`src/rtl/i2cmts_pkg.sv`:
```
// Package for the I2C master transfer sequencer: opcodes, status event codes,
// ACK action and result codes, the result struct and the error flag encoder.
// No dependencies; the top level refers to it by scoped names.
package i2cmts_pkg;

	localparam int BUF_DEPTH = 16;
	localparam int BUF_AW    = 4;

	typedef enum logic [2:0] {
		OP_LOAD   = 3'd0,
		OP_START  = 3'd1,
		OP_STATUS = 3'd2,
		OP_ERROR  = 3'd3,
		OP_TICK   = 3'd4
	} opcode_t;

	// Controller status words, SR2 in bits 23..16 and SR1 in bits 15..0.
	localparam logic [23:0] EV_MODE_SELECT = 24'h030001;
	localparam logic [23:0] EV_TX_SELECTED = 24'h070082;
	localparam logic [23:0] EV_TX_DONE     = 24'h070084;
	localparam logic [23:0] EV_TX_BUSY     = 24'h070080;
	localparam logic [23:0] EV_RX_SELECTED = 24'h030002;
	localparam logic [23:0] EV_RX_BYTE     = 24'h030044;

	localparam logic [1:0] ACK_LEAVE   = 2'd0;
	localparam logic [1:0] ACK_ENABLE  = 2'd1;
	localparam logic [1:0] ACK_DISABLE = 2'd2;

	localparam logic [3:0] RES_OK      = 4'd0;
	localparam logic [3:0] RES_TIMEOUT = 4'd8;

	localparam logic [15:0] TIMEOUT_RESET = 16'd1000;

	typedef struct packed {
		logic       data_write_valid;
		logic [7:0] data_write_byte;
		logic [1:0] ack_action;
		logic       start_request;
		logic       stop_request;
		logic       rx_valid;
		logic [3:0] rx_index;
		logic [7:0] rx_byte;
		logic       done_res;
		logic [3:0] result_code;
	} rsp_t;

	// Counts above the buffer depth saturate to the depth.
	function automatic logic [4:0] sat_count(input logic [4:0] c);
		logic [4:0] r;
		r = (c > 5'(BUF_DEPTH)) ? 5'(BUF_DEPTH) : c;
		return r;
	endfunction

	// Result code from the lowest set error flag among bits 0..6.
	function automatic logic [3:0] flag_code(input logic [7:0] flags);
		logic [3:0] r;
		r = RES_OK;
		for (int i = 6; i >= 0; i--) begin
			if (flags[i]) r = 4'(i + 1);
		end
		return r;
	endfunction

endpackage

```
`src/rtl/i2cmts_req_if.sv`:
```
// Request channel interface of the I2C master transfer sequencer.
// Carries valid, ready and the command fields; no package dependency.
interface i2cmts_req_if;
	logic        valid;
	logic        ready;
	logic [2:0]  opcode;
	logic [3:0]  buf_index;
	logic [7:0]  data_byte;
	logic [7:0]  dev_addr;
	logic        write_present;
	logic [4:0]  write_count;
	logic        read_present;
	logic [4:0]  read_count;
	logic [23:0] status_word;

	modport source (output valid, opcode, buf_index, data_byte, dev_addr, write_present,
		write_count, read_present, read_count, status_word, input ready);
	modport sink (input valid, opcode, buf_index, data_byte, dev_addr, write_present,
		write_count, read_present, read_count, status_word, output ready);
endinterface

```
`src/rtl/i2cmts_rsp_if.sv`:
```
// Response channel interface of the I2C master transfer sequencer.
// Carries valid, ready and the action fields; no package dependency.
interface i2cmts_rsp_if;
	logic       valid;
	logic       ready;
	logic       data_write_valid;
	logic [7:0] data_write_byte;
	logic [1:0] ack_action;
	logic       start_request;
	logic       stop_request;
	logic       rx_valid;
	logic [3:0] rx_index;
	logic [7:0] rx_byte;
	logic       done_res;
	logic [3:0] result_code;

	modport source (output valid, data_write_valid, data_write_byte, ack_action,
		start_request, stop_request, rx_valid, rx_index, rx_byte, done_res, result_code,
		input ready);
	modport sink (input valid, data_write_valid, data_write_byte, ack_action,
		start_request, stop_request, rx_valid, rx_index, rx_byte, done_res, result_code,
		output ready);
endinterface

```
`src/rtl/i2c_master_transfer_sequencer_top.sv`:
```
// Top level of the I2C master transfer sequencer: command decode, transfer state,
// write buffer and the registered response. Uses i2cmts_pkg, i2cmts_req_if, i2cmts_rsp_if.
//
//   channel    direction  contents
//   req        in         opcode, buffer load, start parameters, status/error words
//   rsp        out        data register write, ACK/START/STOP requests, rx byte, done
//   cfg_we/wd  in         timeout_ticks register write
//
// Every request transfer produces exactly one response transfer, registered at acceptance
// and offered in the cycle after. A new request is taken every cycle while the response
// register is empty or being drained, so a stalled response stalls the request side.
// Reset clears the transfer state and sets timeout_ticks to 1000; buffer contents
// are undefined until loaded.
module i2c_master_transfer_sequencer_top (
	input  logic                      clk,
	input  logic                      arst_n,
	i2cmts_req_if.sink                req,
	i2cmts_rsp_if.source              rsp,
	input  logic                      cfg_we,
	input  logic [15:0]               cfg_wdata
);

	logic [7:0]  wbuf_q [i2cmts_pkg::BUF_DEPTH];
	logic [7:0]  tgt_addr_q, tgt_addr_n;
	logic [4:0]  wr_rem_q, wr_rem_n;
	logic [4:0]  rd_rem_q, rd_rem_n;
	logic [4:0]  pos_q, pos_n;
	logic        rd_pend_q, rd_pend_n;
	logic        active_q, active_n;
	logic [7:0]  err_q, err_n;
	logic [15:0] tick_q, tick_n;
	logic [15:0] timeout_q;

	i2cmts_pkg::rsp_t rsp_q, res;
	logic             rsp_valid_q;
	logic             accept;
	logic [7:0]       buf_rd;

	assign req.ready = !rsp_valid_q || rsp.ready;
	assign accept    = req.valid && req.ready;

	assign buf_rd = (pos_q < 5'(i2cmts_pkg::BUF_DEPTH))
		? wbuf_q[pos_q[i2cmts_pkg::BUF_AW-1:0]] : 8'd0;

	always_comb begin
		tgt_addr_n = tgt_addr_q;
		wr_rem_n   = wr_rem_q;
		rd_rem_n   = rd_rem_q;
		pos_n      = pos_q;
		rd_pend_n  = rd_pend_q;
		active_n   = active_q;
		err_n      = err_q;
		tick_n     = tick_q;
		res        = '0;
		case (req.opcode)
			i2cmts_pkg::OP_START: begin
				if (!active_q) begin
					if (req.write_present) begin
						tgt_addr_n = req.dev_addr & 8'hFE;
					end else if (req.read_present) begin
						tgt_addr_n = req.dev_addr | 8'h01;
					end
					wr_rem_n          = i2cmts_pkg::sat_count(req.write_count);
					rd_rem_n          = i2cmts_pkg::sat_count(req.read_count);
					pos_n             = '0;
					rd_pend_n         = req.read_present;
					err_n             = '0;
					tick_n            = '0;
					active_n          = 1'b1;
					res.ack_action    = i2cmts_pkg::ACK_ENABLE;
					res.start_request = 1'b1;
				end
			end
			i2cmts_pkg::OP_STATUS: begin
				if (active_q) begin
					if (req.status_word == i2cmts_pkg::EV_MODE_SELECT) begin
						res.data_write_valid = 1'b1;
						res.data_write_byte  = tgt_addr_q;
					end else if (req.status_word == i2cmts_pkg::EV_TX_SELECTED
							|| req.status_word == i2cmts_pkg::EV_TX_DONE
							|| req.status_word == i2cmts_pkg::EV_TX_BUSY) begin
						if (wr_rem_q != 5'd0) begin
							res.data_write_valid = 1'b1;
							res.data_write_byte  = buf_rd;
							pos_n                = pos_q + 5'd1;
							wr_rem_n             = wr_rem_q - 5'd1;
						end
						// The last write byte is out: turn around to the read phase or stop.
						if (wr_rem_n == 5'd0) begin
							if (rd_pend_q) begin
								tgt_addr_n        = tgt_addr_q | 8'h01;
								res.ack_action    = i2cmts_pkg::ACK_ENABLE;
								res.start_request = 1'b1;
								pos_n             = '0;
							end else begin
								res.stop_request = 1'b1;
								res.done_res     = 1'b1;
								res.result_code  = i2cmts_pkg::flag_code(err_q);
								active_n         = 1'b0;
							end
						end
					end else if (req.status_word == i2cmts_pkg::EV_RX_SELECTED) begin
						if (rd_rem_q == 5'd1) res.ack_action = i2cmts_pkg::ACK_DISABLE;
					end else if (req.status_word == i2cmts_pkg::EV_RX_BYTE) begin
						if (rd_rem_q != 5'd0) begin
							res.rx_valid = 1'b1;
							res.rx_index = pos_q[3:0];
							res.rx_byte  = req.data_byte;
							pos_n        = pos_q + 5'd1;
							rd_rem_n     = rd_rem_q - 5'd1;
						end
						if (rd_rem_n == 5'd1) begin
							res.ack_action   = i2cmts_pkg::ACK_DISABLE;
							res.stop_request = 1'b1;
						end else if (rd_rem_n == 5'd0) begin
							res.stop_request = 1'b1;
							res.done_res     = 1'b1;
							res.result_code  = i2cmts_pkg::flag_code(err_q);
							active_n         = 1'b0;
						end
					end else begin
						res.stop_request = 1'b1;
						res.done_res     = 1'b1;
						res.result_code  = i2cmts_pkg::flag_code(err_q);
						active_n         = 1'b0;
					end
				end
			end
			i2cmts_pkg::OP_ERROR: begin
				if (active_q && req.status_word[15:8] != 8'd0) begin
					err_n            = req.status_word[15:8];
					res.stop_request = 1'b1;
					res.done_res     = 1'b1;
					res.result_code  = i2cmts_pkg::flag_code(req.status_word[15:8]);
					active_n         = 1'b0;
				end
			end
			i2cmts_pkg::OP_TICK: begin
				if (active_q) begin
					if (tick_q != 16'hFFFF) tick_n = tick_q + 16'd1;
					if (tick_n >= timeout_q) begin
						res.done_res    = 1'b1;
						res.result_code = i2cmts_pkg::RES_TIMEOUT;
						active_n        = 1'b0;
					end
				end
			end
			default: begin
				// Buffer loads touch only the buffer; unused opcodes do nothing.
			end
		endcase
	end

	always_ff @(posedge clk or negedge arst_n) begin
		if (!arst_n) begin
			tgt_addr_q  <= '0;
			wr_rem_q    <= '0;
			rd_rem_q    <= '0;
			pos_q       <= '0;
			rd_pend_q   <= 1'b0;
			active_q    <= 1'b0;
			err_q       <= '0;
			tick_q      <= '0;
			rsp_valid_q <= 1'b0;
		end else begin
			if (accept) begin
				tgt_addr_q <= tgt_addr_n;
				wr_rem_q   <= wr_rem_n;
				rd_rem_q   <= rd_rem_n;
				pos_q      <= pos_n;
				rd_pend_q  <= rd_pend_n;
				active_q   <= active_n;
				err_q      <= err_n;
				tick_q     <= tick_n;
			end
			if (accept) begin
				rsp_valid_q <= 1'b1;
			end else if (rsp.ready) begin
				rsp_valid_q <= 1'b0;
			end
		end
	end

	always_ff @(posedge clk or negedge arst_n) begin
		if (!arst_n) begin
			timeout_q <= i2cmts_pkg::TIMEOUT_RESET;
		end else if (cfg_we) begin
			timeout_q <= cfg_wdata;
		end
	end

	always_ff @(posedge clk) begin
		if (accept) rsp_q <= res;
	end

	always_ff @(posedge clk) begin
		if (accept && req.opcode == i2cmts_pkg::OP_LOAD
				&& {1'b0, req.buf_index} < 5'(i2cmts_pkg::BUF_DEPTH)) begin
			wbuf_q[req.buf_index] <= req.data_byte;
		end
	end

	assign rsp.valid            = rsp_valid_q;
	assign rsp.data_write_valid = rsp_q.data_write_valid;
	assign rsp.data_write_byte  = rsp_q.data_write_byte;
	assign rsp.ack_action       = rsp_q.ack_action;
	assign rsp.start_request    = rsp_q.start_request;
	assign rsp.stop_request     = rsp_q.stop_request;
	assign rsp.rx_valid         = rsp_q.rx_valid;
	assign rsp.rx_index         = rsp_q.rx_index;
	assign rsp.rx_byte          = rsp_q.rx_byte;
	assign rsp.done_res         = rsp_q.done_res;
	assign rsp.result_code      = rsp_q.result_code;

endmodule

```
`src/flat_wrapper.sv`:
```
// flat-port wrapper written by rule: the top's interface ports become plain ports
module i2c_master_transfer_sequencer_top_flat 
  (clk, arst_n, cfg_we, cfg_wdata, req_valid, req_opcode, req_buf_index, req_data_byte, req_dev_addr, req_write_present, req_write_count, req_read_present, req_read_count, req_status_word, req_ready, rsp_valid, rsp_data_write_valid, rsp_data_write_byte, rsp_ack_action, rsp_start_request, rsp_stop_request, rsp_rx_valid, rsp_rx_index, rsp_rx_byte, rsp_done_res, rsp_result_code, rsp_ready);
  i2cmts_req_if req_i ();
  i2cmts_rsp_if rsp_i ();
  input  logic clk;
  input  logic arst_n;
  input  logic cfg_we;
  input  logic [15:0] cfg_wdata;
  input wire logic [$bits(req_i.valid)-1:0] req_valid;
  input wire logic [$bits(req_i.opcode)-1:0] req_opcode;
  input wire logic [$bits(req_i.buf_index)-1:0] req_buf_index;
  input wire logic [$bits(req_i.data_byte)-1:0] req_data_byte;
  input wire logic [$bits(req_i.dev_addr)-1:0] req_dev_addr;
  input wire logic [$bits(req_i.write_present)-1:0] req_write_present;
  input wire logic [$bits(req_i.write_count)-1:0] req_write_count;
  input wire logic [$bits(req_i.read_present)-1:0] req_read_present;
  input wire logic [$bits(req_i.read_count)-1:0] req_read_count;
  input wire logic [$bits(req_i.status_word)-1:0] req_status_word;
  output wire logic [$bits(req_i.ready)-1:0] req_ready;
  output wire logic [$bits(rsp_i.valid)-1:0] rsp_valid;
  output wire logic [$bits(rsp_i.data_write_valid)-1:0] rsp_data_write_valid;
  output wire logic [$bits(rsp_i.data_write_byte)-1:0] rsp_data_write_byte;
  output wire logic [$bits(rsp_i.ack_action)-1:0] rsp_ack_action;
  output wire logic [$bits(rsp_i.start_request)-1:0] rsp_start_request;
  output wire logic [$bits(rsp_i.stop_request)-1:0] rsp_stop_request;
  output wire logic [$bits(rsp_i.rx_valid)-1:0] rsp_rx_valid;
  output wire logic [$bits(rsp_i.rx_index)-1:0] rsp_rx_index;
  output wire logic [$bits(rsp_i.rx_byte)-1:0] rsp_rx_byte;
  output wire logic [$bits(rsp_i.done_res)-1:0] rsp_done_res;
  output wire logic [$bits(rsp_i.result_code)-1:0] rsp_result_code;
  input wire logic [$bits(rsp_i.ready)-1:0] rsp_ready;
  assign req_i.valid = req_valid;
  assign req_i.opcode = req_opcode;
  assign req_i.buf_index = req_buf_index;
  assign req_i.data_byte = req_data_byte;
  assign req_i.dev_addr = req_dev_addr;
  assign req_i.write_present = req_write_present;
  assign req_i.write_count = req_write_count;
  assign req_i.read_present = req_read_present;
  assign req_i.read_count = req_read_count;
  assign req_i.status_word = req_status_word;
  assign req_ready = req_i.ready;
  assign rsp_valid = rsp_i.valid;
  assign rsp_data_write_valid = rsp_i.data_write_valid;
  assign rsp_data_write_byte = rsp_i.data_write_byte;
  assign rsp_ack_action = rsp_i.ack_action;
  assign rsp_start_request = rsp_i.start_request;
  assign rsp_stop_request = rsp_i.stop_request;
  assign rsp_rx_valid = rsp_i.rx_valid;
  assign rsp_rx_index = rsp_i.rx_index;
  assign rsp_rx_byte = rsp_i.rx_byte;
  assign rsp_done_res = rsp_i.done_res;
  assign rsp_result_code = rsp_i.result_code;
  assign rsp_i.ready = rsp_ready;
  i2c_master_transfer_sequencer_top u_core (.clk(clk), .arst_n(arst_n), .req(req_i), .rsp(rsp_i), .cfg_we(cfg_we), .cfg_wdata(cfg_wdata));
endmodule
```
`config.mk`:
```
export PLATFORM = sky130hd
export DESIGN_NAME = i2c_master_transfer_sequencer_top_flat
export DESIGN_NICKNAME = d
export VERILOG_FILES = /design/src/rtl/i2cmts_pkg.sv /design/src/rtl/i2cmts_req_if.sv /design/src/rtl/i2cmts_rsp_if.sv /design/src/rtl/i2c_master_transfer_sequencer_top.sv /design/src/flat_wrapper.sv
export SDC_FILE = /design/constraint.sdc
export NUM_CORES = 1
export LEC_CHECK = 0
export BUFFER_PORTS_ARGS = -buffer_cell sky130_fd_sc_hd__buf_2
export CORE_UTILIZATION = 59
export CTS_CLUSTER_SIZE = 14
export DETAILED_ROUTE_END_ITERATION = 8
export HOLD_SLACK_MARGIN = 0.02
export PLACE_DENSITY_LB_ADDON = 0.15
export SLEW_MARGIN = 30
export SYNTH_ARGS = -nofsm -noshare
export SYNTH_HDL_FRONTEND = slang
export SYNTH_SLANG_ARGS = --single-unit
```
`constraint.sdc`:
```
create_clock -name clk -period 4.54 [get_ports clk]
set_input_delay 0 -clock clk [delete_from_list [all_inputs] [get_ports clk]]
set_output_delay 0 -clock clk [all_outputs]
set_load 0.05 [all_outputs]
```
==> results.toml <==
[timing]
fin_crit_ns = 3.90
slew_violations = 0
setup_tns_ns = 0
finClkSkew_ns = 0.0105
whs_ns = 0.0655
setup_slack_ns = 0.644
timing.fmax_ghz = 0.257
hold_viol = 0
rsz0062_at_grt = "false"
period_share = 0.858
tightest_slew_ns = 0.939
setup_viol_count_final = 0
relSlewSlack = 0.373

[final_layout]
seq_area_um2 = 6380
multi_input_area_um2 = 3870
drive_gt1_frac = 0.223
finalNetCount = 1100
layout_common_cells = "edfxtp_1, buf_2, dlygate4sd3_1, nand2_1, dfrtp_1"
area_delta_synth_final_pct = 22.6
post-route-util = 0.743
final_common_cell = "edfxtp_1"
fillers = 1145
antenna_cells = 0

[grt]
grt_pass1_wl_um = 39700
grt_max_degree = 66
grt_overflow = 0
grt_usage = 0.288
antenna_found_initial = 0
grt_pass1_vias = 7441

[logic_synthesis]
syn_nets = 894
synth_top_area_frac = 0.453
yosysSeqAreaShare = 0.608
postSynthAreaPerCell_um2 = 13.2
synthArstFlopShare = 0.291
ys.flop_type = "edfxtp_1"
ys.warnings.count = 0
ys_ff_latch = 223
synth_cells = 792
yosysTopAreaCell = "edfxtp_1"
ys_types = 70
synth_area_um2 = 10500
synth_edf_count = 158
synthTopCellsByArea = "edfxtp_1, dfrtp_1, mux4_2"

[die]
die_w_um = 135
die_area_um2 = 18300
core-area_um2 = 17300
die_y_um = 135
start_util = 0.606
boundaryPins = 113
rows = 48

[route]
dr.pass1.iters = 5
ant_nets = 0
drtIter0Drc = 659
drt-wirelength-per-cell_um = 20.5
routed_wl_um = 25400
viasPerCell = 6.14
drc = 0
num_vias = 7605

[outcome]
status = "complete, no violations"

[cts]
clk_latency_ns = 0.52
clk_pin_slew_ns = 0.06
clock-root-buffer = "clkbuf_16"
cts_setup_buffers = 0
htreeDepth = 1
numCtsBuffers = 23
cts_tree = "yes"
cts_hold_buf = 91
numClockSinks = 223
cts_resized = 0
clockBufferDepth = 3

[critical_path]
required_ns = 4.80
criticalPathCategory = "register to register"
end_kind = "register"
start_kind = "register"
ff2ff_path_depth = 10
worstPathArrival_ns = 4.16
crit_fanout = 9

[place]
port_buffers = 111
place.gp.congestion = 0.850
preCtsSetupSlack_ns = 0.717
hpwl_um = 16700

[worst_hold_path]
hold_depth = 3
hp-class = "primary input to register"

[power]
power_frac_seq = 0.510
p_clk_frac = 0.369
p_leak_uw = 0.00485
swShare = 0.250
comb_power_share = 0.121
p_switching_uw = 1160
p_per_area_nw_per_um2 = 360
intPower_uw = 3470
vdd_drop_max_v = 0.000404

[job]
cap_violations = 0
[synthesized netlist by cell type, types with 4 or more instances]
library cell and instances:
o21a_1 5, o21bai_1 4, edfxtp_1 158, nand2_1 74, nor3b_1 5, buf_2 6, o31ai_1 9, nand3b_1 4
o21ai_0 47, inv_1 32, a31oi_1 4, a21oi_1 33, nor2b_1 5, a21o_1 6, nor4_1 4, or4_1 4
clkbuf_1 20, dfstp_2 6, nand2b_1 10, and3_1 7, dfrtp_1 59, ha_1 22, a22o_1 6, xnor2_1 9
or3_1 7, a22oi_1 8, nor3_1 17, mux2_2 14, o22ai_1 4, and2_1 16, nand3_1 29, mux4_2 40
nor2_1 56, nand4_1 6
[final timing paths]
kind                                       from                   end  slack [ns]
max reg2reg                    u_core.tick_q[3]   u_core.rsp.done_res        0.64
min reg2reg                u_core.tgt_addr_q[2]  u_core.tgt_addr_q[2]        0.52
max                            u_core.tick_q[3]   u_core.rsp.done_res        0.64
min in group asynchronous                arst_n      u_core.tick_q[7]        0.23
max in group asynchronous                arst_n       u_core.pos_q[0]        3.71
min                            req_buf_index[1]  u_core.wbuf_q[12][6]        0.07
[final cells by class]
type,instances,area share
flip-flops and latches,223,0.496
multi-input cells,507,0.301
repair buffers,211,0.119
clock buffers,30,0.0476
well taps,225,0.0219
inverters,32,0.00934
clock inverters,11,0.00467
[flip-flops by register name (all words and copies together) (netlist names), 4 cells and up]
name / cells
u_core.timeout_q: 16
u_core.wr_rem_q: 5
u_core.rsp.rx_index: 4
u_core.wbuf_q: 128
u_core.rsp.data_write_byte: 8
u_core.pos_q: 5
u_core.rsp.result_code: 4
u_core.tgt_addr_q: 8
u_core.rsp.rx_byte: 8
u_core.rd_rem_q: 5
u_core.tick_q: 16
u_core.err_q: 7
[logic make-up (layout without fill, tap and decap cells)]
kind of cell	after synthesis	in the layout	synth area share
mux	57	57	0.104
flops	223	223	0.608
xor+xnor	12	12	0.0100
buf+inv	62	284	0.0233
compound gates	152	152	0.0933
simple gates	264	264	0.135
fa+ha+maj	22	22	0.0263
[routing by layer]
metal	routed length [um]	global-route usage	share of wire
met3	2070	0.0505	0.081
met4	517	0.0793	0.020
met1	10700	0.413	0.42
met5	0	0	0
met2	12100	0.457	0.48
[metrics by stage]
stage          total power, uW  instances  area (um^2)
3_3_place_gp              2850       1107        11300
2_1_floorplan             2700        792        10500
3_5_place_dp              2880       1107        11300
5_1_grt                   4810       1239        12900
6_report                  4620       1239        12900
4_1_cts                   4640       1239        12800
[power groups by stage]
stage | clock network [uW] | registers [uW] | logic [uW]
global placement | 0 | 2390 | 461
detailed placement | 0 | 2400 | 479
CTS | 1740 | 2360 | 550
global route | 1830 | 2370 | 616
finish | 1710 | 2360 | 559
floorplan | 0 | 2420 | 281
[worst max-delay path, cell delays in order, from the launching register on]
cell and delay [ns]:
dfrtp_1 0.49, nand4_1 0.29, nor4_1 0.50, a21oi_1 0.30
xor2_1 0.22, ha_1 0.34, a2111oi_0 0.32, o21ai_0 0.18
a221oi_1 0.54, o31ai_1 0.25, nand3b_1 0.21
(Power assumes the default switching activity.)
